File: src/rtl/pps_pkg.sv
// Package for the preemptive priority scheduler: sizes, codes, sequencer
// states and the structs passed between the slot table and the top level.
// No dependencies.
`timescale 1ns / 1ps

package pps_pkg;

  localparam int NUM_SLOTS  = 8;
  localparam int SLOT_BITS  = $clog2(NUM_SLOTS);
  localparam int TIME_BITS  = 16;
  localparam int BURST_BITS = 8;
  localparam int PRIO_BITS  = 8;

  localparam logic [TIME_BITS-1:0] TIME_MAX  = {TIME_BITS{1'b1}};
  localparam logic [SLOT_BITS-1:0] LAST_SLOT = SLOT_BITS'(NUM_SLOTS - 1);

  // input transaction kinds
  localparam logic KIND_LOAD = 1'b0;
  localparam logic KIND_TICK = 1'b1;

  typedef enum logic [1:0] {
    ST_IDLE,
    ST_SCAN,
    ST_UPD,
    ST_FIN
  } state_e;

  typedef struct packed {
    logic [TIME_BITS-1:0]  arr;
    logic [PRIO_BITS-1:0]  prio;
    logic [BURST_BITS-1:0] orig;
    logic [BURST_BITS-1:0] rem;
    logic [TIME_BITS-1:0]  start;
    logic                  started;
  } entry_t;

  typedef struct packed {
    logic                  load;
    logic                  upd;
    logic [SLOT_BITS-1:0]  idx;
    logic [TIME_BITS-1:0]  arr;
    logic [BURST_BITS-1:0] burst;
    logic [PRIO_BITS-1:0]  prio;
    logic [BURST_BITS-1:0] rem;
    logic [TIME_BITS-1:0]  start;
  } tbl_wr_t;

endpackage

File: src/rtl/preemptive_priority_scheduler.sv
// Preemptive priority scheduler over eight job slots.
//
// Input channel (in_valid_i / in_ready_o): kind_i selects a load of one slot
// (slot_i, arrival_time_i, burst_length_i, priority_req_i) or one time tick.
// A load is written in the cycle it is accepted and gives no result.
// A tick scans the slots one per cycle through a single compare unit, then
// updates the winner (skipped when no slot is ready) and forms the result.
// The input is not ready while a tick is in progress.
// Output channel (out_valid_o / out_ready_i): one result per tick, held in an
// output register. The block takes the next transaction while a result waits;
// a following tick stalls in its last step until the output register is free.
// Reset clears the whole slot table, the time counter and both channels.
// Time saturates at its maximum value.
// Depends on pps_pkg, pps_table and pps_cmp.
`timescale 1ns / 1ps

module preemptive_priority_scheduler (
  input  logic                             clk_i,
  input  logic                             rst_ni,
  input  logic                             in_valid_i,
  output logic                             in_ready_o,
  input  logic                             kind_i,
  input  logic [2:0]                       slot_i,
  input  logic [15:0]                      arrival_time_i,
  input  logic [7:0]                       burst_length_i,
  input  logic [7:0]                       priority_req_i,
  output logic                             out_valid_o,
  input  logic                             out_ready_i,
  output logic                             idle_o,
  output logic [2:0]                       running_slot_o,
  output logic [15:0]                      tick_time_o,
  output logic                             finished_o,
  output logic [15:0]                      response_time_o,
  output logic [15:0]                      turnaround_time_o,
  output logic [15:0]                      waiting_time_o,
  output logic                             all_done_o
);

  pps_pkg::state_e state_q, state_d;

  logic [pps_pkg::SLOT_BITS-1:0]  idx_q;
  logic                           have_q;
  logic [pps_pkg::SLOT_BITS-1:0]  best_idx_q;
  logic [pps_pkg::PRIO_BITS-1:0]  best_prio_q;
  logic [pps_pkg::TIME_BITS-1:0]  best_arr_q;
  logic [pps_pkg::TIME_BITS-1:0]  now_q;
  logic                           fin_q;
  logic [pps_pkg::TIME_BITS-1:0]  resp_q;
  logic [pps_pkg::TIME_BITS-1:0]  tat_q;
  logic [pps_pkg::BURST_BITS-1:0] orig_q;
  logic                           out_valid_q;

  pps_pkg::tbl_wr_t               tbl_wr;
  logic [pps_pkg::SLOT_BITS-1:0]  rd_idx;
  pps_pkg::entry_t                rd_entry;
  logic [pps_pkg::NUM_SLOTS-1:0]  busy;
  logic                           take;
  logic                           accept;
  logic                           out_free;
  logic                           out_load;

  logic [pps_pkg::TIME_BITS-1:0]  start_used;
  logic [pps_pkg::BURST_BITS-1:0] rem_new;
  logic [pps_pkg::TIME_BITS-1:0]  comp_time;
  logic [pps_pkg::TIME_BITS-1:0]  orig_ext;
  logic [pps_pkg::TIME_BITS-1:0]  wait_val;

  pps_table u_table (
    .clk_i    (clk_i),
    .rst_ni   (rst_ni),
    .wr_i     (tbl_wr),
    .rd_idx_i (rd_idx),
    .rd_o     (rd_entry),
    .busy_o   (busy)
  );

  pps_cmp u_cmp (
    .cand_i      (rd_entry),
    .have_i      (have_q),
    .best_prio_i (best_prio_q),
    .best_arr_i  (best_arr_q),
    .now_i       (now_q),
    .take_o      (take)
  );

  assign accept   = in_valid_i && in_ready_o;
  assign out_free = !out_valid_q || out_ready_i;

  // service arithmetic for the winning slot
  always_comb begin
    start_used = rd_entry.started ? rd_entry.start : now_q;
    rem_new    = rd_entry.rem - pps_pkg::BURST_BITS'(1);
    comp_time  = (now_q != pps_pkg::TIME_MAX) ? now_q + pps_pkg::TIME_BITS'(1) : now_q;
    orig_ext   = pps_pkg::TIME_BITS'(orig_q);
    wait_val   = (tat_q > orig_ext) ? tat_q - orig_ext : '0;
  end

  // next state
  always_comb begin
    state_d = state_q;
    unique case (state_q)
      pps_pkg::ST_IDLE: begin
        if (accept && (kind_i == pps_pkg::KIND_TICK)) state_d = pps_pkg::ST_SCAN;
      end
      pps_pkg::ST_SCAN: begin
        if (idx_q == pps_pkg::LAST_SLOT) begin
          state_d = (have_q || take) ? pps_pkg::ST_UPD : pps_pkg::ST_FIN;
        end
      end
      pps_pkg::ST_UPD: begin
        state_d = pps_pkg::ST_FIN;
      end
      pps_pkg::ST_FIN: begin
        if (out_free) state_d = pps_pkg::ST_IDLE;
      end
      default: state_d = pps_pkg::ST_IDLE;
    endcase
  end

  // sequencer outputs
  always_comb begin
    in_ready_o   = 1'b0;
    out_load     = 1'b0;
    rd_idx       = idx_q;
    tbl_wr       = '0;
    tbl_wr.arr   = arrival_time_i;
    tbl_wr.burst = burst_length_i;
    tbl_wr.prio  = priority_req_i;
    tbl_wr.idx   = slot_i;
    unique case (state_q)
      pps_pkg::ST_IDLE: begin
        in_ready_o  = 1'b1;
        tbl_wr.load = accept && (kind_i == pps_pkg::KIND_LOAD);
      end
      pps_pkg::ST_SCAN: begin
        rd_idx = idx_q;
      end
      pps_pkg::ST_UPD: begin
        rd_idx       = best_idx_q;
        tbl_wr.upd   = 1'b1;
        tbl_wr.idx   = best_idx_q;
        tbl_wr.rem   = rem_new;
        tbl_wr.start = start_used;
      end
      pps_pkg::ST_FIN: begin
        out_load = out_free;
      end
      default: ;
    endcase
  end

  always_ff @(posedge clk_i or negedge rst_ni) begin
    if (!rst_ni) begin
      state_q <= pps_pkg::ST_IDLE;
      now_q   <= '0;
      have_q  <= 1'b0;
      idx_q   <= '0;
      fin_q   <= 1'b0;
    end else begin
      state_q <= state_d;
      unique case (state_q)
        pps_pkg::ST_IDLE: begin
          idx_q  <= '0;
          have_q <= 1'b0;
          fin_q  <= 1'b0;
        end
        pps_pkg::ST_SCAN: begin
          idx_q <= idx_q + pps_pkg::SLOT_BITS'(1);
          if (take) have_q <= 1'b1;
        end
        pps_pkg::ST_UPD: begin
          fin_q <= (rem_new == '0);
        end
        pps_pkg::ST_FIN: begin
          if (out_free && (now_q != pps_pkg::TIME_MAX)) begin
            now_q <= now_q + pps_pkg::TIME_BITS'(1);
          end
        end
        default: ;
      endcase
    end
  end

  // candidate and finished-job payload
  always_ff @(posedge clk_i) begin
    if ((state_q == pps_pkg::ST_SCAN) && take) begin
      best_idx_q  <= idx_q;
      best_prio_q <= rd_entry.prio;
      best_arr_q  <= rd_entry.arr;
    end
    if (state_q == pps_pkg::ST_UPD) begin
      resp_q <= start_used - rd_entry.arr;
      tat_q  <= comp_time - rd_entry.arr;
      orig_q <= rd_entry.orig;
    end
  end

  always_ff @(posedge clk_i or negedge rst_ni) begin
    if (!rst_ni) begin
      out_valid_q <= 1'b0;
    end else if (out_load) begin
      out_valid_q <= 1'b1;
    end else if (out_ready_i) begin
      out_valid_q <= 1'b0;
    end
  end

  always_ff @(posedge clk_i) begin
    if (out_load) begin
      idle_o            <= !have_q;
      running_slot_o    <= have_q ? best_idx_q : '0;
      tick_time_o       <= now_q;
      finished_o        <= fin_q;
      response_time_o   <= fin_q ? resp_q : '0;
      turnaround_time_o <= fin_q ? tat_q : '0;
      waiting_time_o    <= fin_q ? wait_val : '0;
      all_done_o        <= ~|busy;
    end
  end

  assign out_valid_o = out_valid_q;

endmodule

File: src/rtl/pps_table.sv
// Job slot table of the priority scheduler: one write port for loads and
// service updates, one read port, and a per-slot busy vector.
// Depends on pps_pkg.
`timescale 1ns / 1ps

module pps_table (
  input  logic                           clk_i,
  input  logic                           rst_ni,
  input  pps_pkg::tbl_wr_t               wr_i,
  input  logic [pps_pkg::SLOT_BITS-1:0]  rd_idx_i,
  output pps_pkg::entry_t                rd_o,
  output logic [pps_pkg::NUM_SLOTS-1:0]  busy_o
);

  pps_pkg::entry_t tbl_q [pps_pkg::NUM_SLOTS];

  always_ff @(posedge clk_i or negedge rst_ni) begin
    if (!rst_ni) begin
      for (int i = 0; i < pps_pkg::NUM_SLOTS; i++) begin
        tbl_q[i] <= '0;
      end
    end else if (wr_i.load) begin
      tbl_q[wr_i.idx].arr     <= wr_i.arr;
      tbl_q[wr_i.idx].prio    <= wr_i.prio;
      tbl_q[wr_i.idx].orig    <= wr_i.burst;
      tbl_q[wr_i.idx].rem     <= wr_i.burst;
      tbl_q[wr_i.idx].start   <= '0;
      tbl_q[wr_i.idx].started <= 1'b0;
    end else if (wr_i.upd) begin
      tbl_q[wr_i.idx].rem     <= wr_i.rem;
      tbl_q[wr_i.idx].start   <= wr_i.start;
      tbl_q[wr_i.idx].started <= 1'b1;
    end
  end

  assign rd_o = tbl_q[rd_idx_i];

  always_comb begin
    for (int i = 0; i < pps_pkg::NUM_SLOTS; i++) begin
      busy_o[i] = (tbl_q[i].rem != '0);
    end
  end

endmodule

File: src/rtl/pps_cmp.sv
// Shared compare unit of the scheduler: decides whether the slot under
// scan is ready and beats the best candidate found so far.
// Depends on pps_pkg.
`timescale 1ns / 1ps

module pps_cmp (
  input  pps_pkg::entry_t                 cand_i,
  input  logic                            have_i,
  input  logic [pps_pkg::PRIO_BITS-1:0]   best_prio_i,
  input  logic [pps_pkg::TIME_BITS-1:0]   best_arr_i,
  input  logic [pps_pkg::TIME_BITS-1:0]   now_i,
  output logic                            take_o
);

  logic ready;
  logic better;

  always_comb begin
    ready  = (cand_i.arr <= now_i) && (cand_i.rem != '0);
    // higher priority wins, then earlier arrival; lower slot kept on full tie
    better = !have_i || (cand_i.prio > best_prio_i) ||
             ((cand_i.prio == best_prio_i) && (cand_i.arr < best_arr_i));
    take_o = ready && better;
  end

endmodule

File: config.mk
export PLATFORM = sky130hd
export DESIGN_NAME = preemptive_priority_scheduler
export DESIGN_NICKNAME = d
export VERILOG_FILES = /design/src/rtl/pps_pkg.sv /design/src/rtl/preemptive_priority_scheduler.sv /design/src/rtl/pps_table.sv /design/src/rtl/pps_cmp.sv
export SDC_FILE = /design/constraint.sdc
export NUM_CORES = 2
export LEC_CHECK = 0
export CAP_MARGIN = 5
export CORE_UTILIZATION = 50
export DETAILED_ROUTE_END_ITERATION = 8
export DONT_BUFFER_PORTS = 1
export HOLD_SLACK_MARGIN = 0.05
export PLACE_DENSITY_LB_ADDON = 0.08
export SLEW_MARGIN = 0
export SYNTH_ARGS = -nofsm -noshare
export SYNTH_HDL_FRONTEND = slang
export SYNTH_SLANG_ARGS = --single-unit
File: constraint.sdc
create_clock -name clk_i -period 8.1 [get_ports clk_i]
set_input_delay 0 -clock clk_i [delete_from_list [all_inputs] [get_ports clk_i]]
set_output_delay 0 -clock clk_i [all_outputs]
set_load 0.02 [all_outputs]
==> summary.md <==
| Metric | Value |
|---|---|
| Placed standard-cell area | `about 30000 um2` |
| Num CTS Buffers | `69` |
| Async S/R FF share, synth | `between 70 and 80%` |
| Slew headroom | `-23.1%` |
| Least-Margin Pin Slew | `between 1500 and 2000 ps` |
| CP Launch Type | `register` |
| Post-DP HPWL | `55.8 mm` |
| Synth top cells by count | `560 x nand2_1, 480 x dfrtp_1, 190 x mux2_2` |
| # H-tree levels | `3` |
| CTS tree | `yes` |
| RSZ-0062 raised after global routing | `no` |
| Min Hold Slack | `-843 ps` |
| PwrDens | `~500 nW/um2` |
| Synth Register Bits | `a little over 600` |
| Dpl cells | `roughly 3.3k` |
| Max clock buf depth | `3` |
| Max Fclk | `around 0.15 GHz` |
| Final #Nets | `roughly 2.8k` |
| Non-Filler Instances | `3485` |
| Vias in the first global route | `about 22k` |
| Antenna violations before repair | `2` |
| Cell area after layout | `33600 um2` |
| Root buffer cell | `clkbuf_16` |
| Slowest stage delay, CP | `approximately 700 ps` |
| Post-CTS Setup Bufs | `0` |
| Die X | `~250 um` |
| Per-cell routed wire length | `24.5 um` |
| Hold Vio Cnt, Final | `between 400 and 500` |
| Crit path cell chain | `inv_1 -> ha_4 -> inv_1 -> a21oi_4 -> buf_4 -> mux4_2 -> nand2_1 -> a31oi_2 -> ha_1 -> nor2b_1 -> o21ai_0 -> a21oi_1 -> o41ai_1 -> o21ai_0 -> nor2b_1 -> nor3b_1 -> a311o_1 -> xnor2_1` |
| Gr ovfl total | `0` |
| # port buffers | `0` |
| Via count | `21.1k` |
| Total Wirelength | `between 80 and 90 mm` |
| Register area share after synthesis | `about 54%` |
| Core area | `between 50000 and 60000 um2` |
| Ant. Diodes | `0` |
| IO Pins | `roughly 110` |
| Leak | `~15 nW` |
| DRC viols | `11` |
| Outcome | `finished with violations` |
| Mapped Nets | `2779` |
| Slowest cell on the critical path | `buf_4` |
| Iteration count of the initial detailed-routing pass | `8` |
| Predominant post-synthesis flop cell | `dfrtp_1` |
| Post-synthesis instance total | `~2.7k` |
| Antenna Nets Post-Route | `0` |
| Setup TNS | `0 ps` |
| Kind of critical path | `register to register` |
| Layout area overhead | `11.6%` |
| WP buf/inv | `3` |
| Cts repair resizes | `0` |
| Largest cells by area after synthesis | `dfrtp_1 40%, edfxtp_1 14%, mux4_2 7.3%` |
| VDD IR max | `~380 uV` |
| Pins Over Slew Limit | `270` |
| Minimum clock period | `~6600 ps` |
| Initial core utilization | `50.8%` |
| Global-route wire length before repair | `about 130 mm` |
| Failing checks | `design-rule violations, negative hold slack, max-slew violations` |
| Final worst path period share | `81.6%` |
| Area leader, netlist | `dfrtp_1` |
| Worst endpoint data arrival time | `between 6000 and 7000 ps` |
| Utilization after layout | `a little under three fifths` |
| Syn Std Cell Area | `between 30000 and 40000 um2` |
| Synthesized area per cell | `11.4 um2` |
| Final setup fails | `0` |
| Later-pin clock latency in the skew report | `610 ps` |
| Clock skew | `about 19 ps` |
| Max_cap viols | `0` |
| Worst Setup End Kind | `register` |
| Worst-path fanout max | `a little over 50` |
| Num rows | `a little under 90` |
| Clk sinks | `between 600 and 700` |
| Post-synth cell types | `76` |
| Hold_buf cts | `40` |
| Initial DRC count | `1708` |
| Delay-heaviest family, CP | `compound AO/OA/AOI/OAI gates` |
| Post-synth EDFFs | `between 100 and 150` |
| Total GRT Usage | `28.7%` |
| Synth top area share | `39.9%` |
| Pin count of the biggest net entering global routing | `481` |
| CP required | `about 8500 ps` |
| Overall die height | `247 um` |
| Clock-pin slew on the worst setup and hold paths | `~60 ps` |
| Die Area | `between 60000 and 70000 um2` |
| Top-count cell post-synth | `nand2_1` |
| Drt via density | `a little over 6` |
| Share of cells above drive strength 1 | `about 18%` |
| Placer congestion estimate | `0.926` |
| Synth Warn # | `0` |
| Min-Delay Path Class | `input pin to asynchronous set/reset pin` |
[cell type report]
cell class | instances | area (um2)
clock buffer | 101 | 2050
clock inverter | 26 | 319
fill | 4998 | 25700
inverter | 106 | 398
multi-input combinational | 1788 | 13100
sequential | 617 | 16100
tap | 773 | 967
timing repair buffer | 74 | 656
[final timing paths]
kind,startpoint,to,slack [ps],cells after the start
max,state_q[0],resp_q[15],1490,18
min,rst_ni,now_q[9],-840,0
max reg2reg,state_q[0],resp_q[15],1490,18
min in group clk_i,slot_i[1],u_table.tbl_q[18],110,3
min reg2reg,u_table.tbl_q[378],u_table.tbl_q[378],470,2
max in group asynchronous,rst_ni,u_table.tbl_q[44],7530,0
[flip-flops by register name (all words and copies together), names as in the netlist, 16 cells and up]
name / count
best_arr_q: 16
now_q: 16
resp_q: 16
response_time_o: 16
tat_q: 16
tick_time_o: 16
turnaround_time_o: 16
u_table.tbl_q: 456
waiting_time_o: 16
[through the flow]
step | hold WS, ps | worst slack (ps) | power [mW]
6_report | -843 | 1490 | 16.9
4_1_cts | -889 | 1480 | 16.9
3_3_place_gp | -256 | 1570 | 13.4
2_1_floorplan | -296 | 1750 | 11.2
5_1_grt | -889 | 1060 | 17.9
3_5_place_dp | -234 | 1470 | 13.6
[per-layer routing]
metal  part of all wire, %  global-route usage [%]
met1                    43                    39.2
met3                   5.8                    4.76
met2                    48                    47.1
met5                 0.015                       0
met4                   2.7                    8.53
[cell families after synthesis]
kind of cell    count (synthesis)  share of synthesized area, %
compound gates                456                          9.91
xor+xnor                       63                          1.83
fa+ha+maj                      89                          3.78
buf+inv                       245                          3.31
flops                         617                          53.6
mux                           291                          14.5
simple gates                  889                          13.0
[cells in the final DEF, fill, tap and decap left out, types with 16 or more instances in the layout]
master / netlist / layout
a21oi_1: 65 / 65
a22o_1: 17 / 17
a22oi_1: 24 / 24
and2_1: 39 / 37
buf_4: 7 / 34
clkbuf_1: 79 / 16
clkbuf_16: 0 / 73
dfrtp_1: 480 / 480
dlygate4sd3_1: 0 / 40
edfxtp_1: 137 / 137
ha_1: 86 / 85
inv_1: 104 / 104
mux2_2: 190 / 190
mux4_2: 98 / 98
nand2_1: 560 / 558
nand3_1: 26 / 26
nor2_1: 97 / 92
nor2b_1: 57 / 57
nor3_1: 18 / 17
nor4_1: 21 / 21
o211ai_1: 25 / 25
o21ai_0: 173 / 173
o22a_1: 23 / 23
o22ai_1: 26 / 26
xnor2_1: 48 / 48
[power by group]
part / total (mW) / leakage, nW / internal, mW / switching (mW)
Sequential: 5.65 / 7.48 / 4.72 / 0.928
Combinational: 7.98 / 6.23 / 3.23 / 4.75
Clock: 3.25 / 1.17 / 1.96 / 1.29
Total: 16.9 / 14.9 / 9.91 / 6.97
Power figures use the tool's default switching activity.
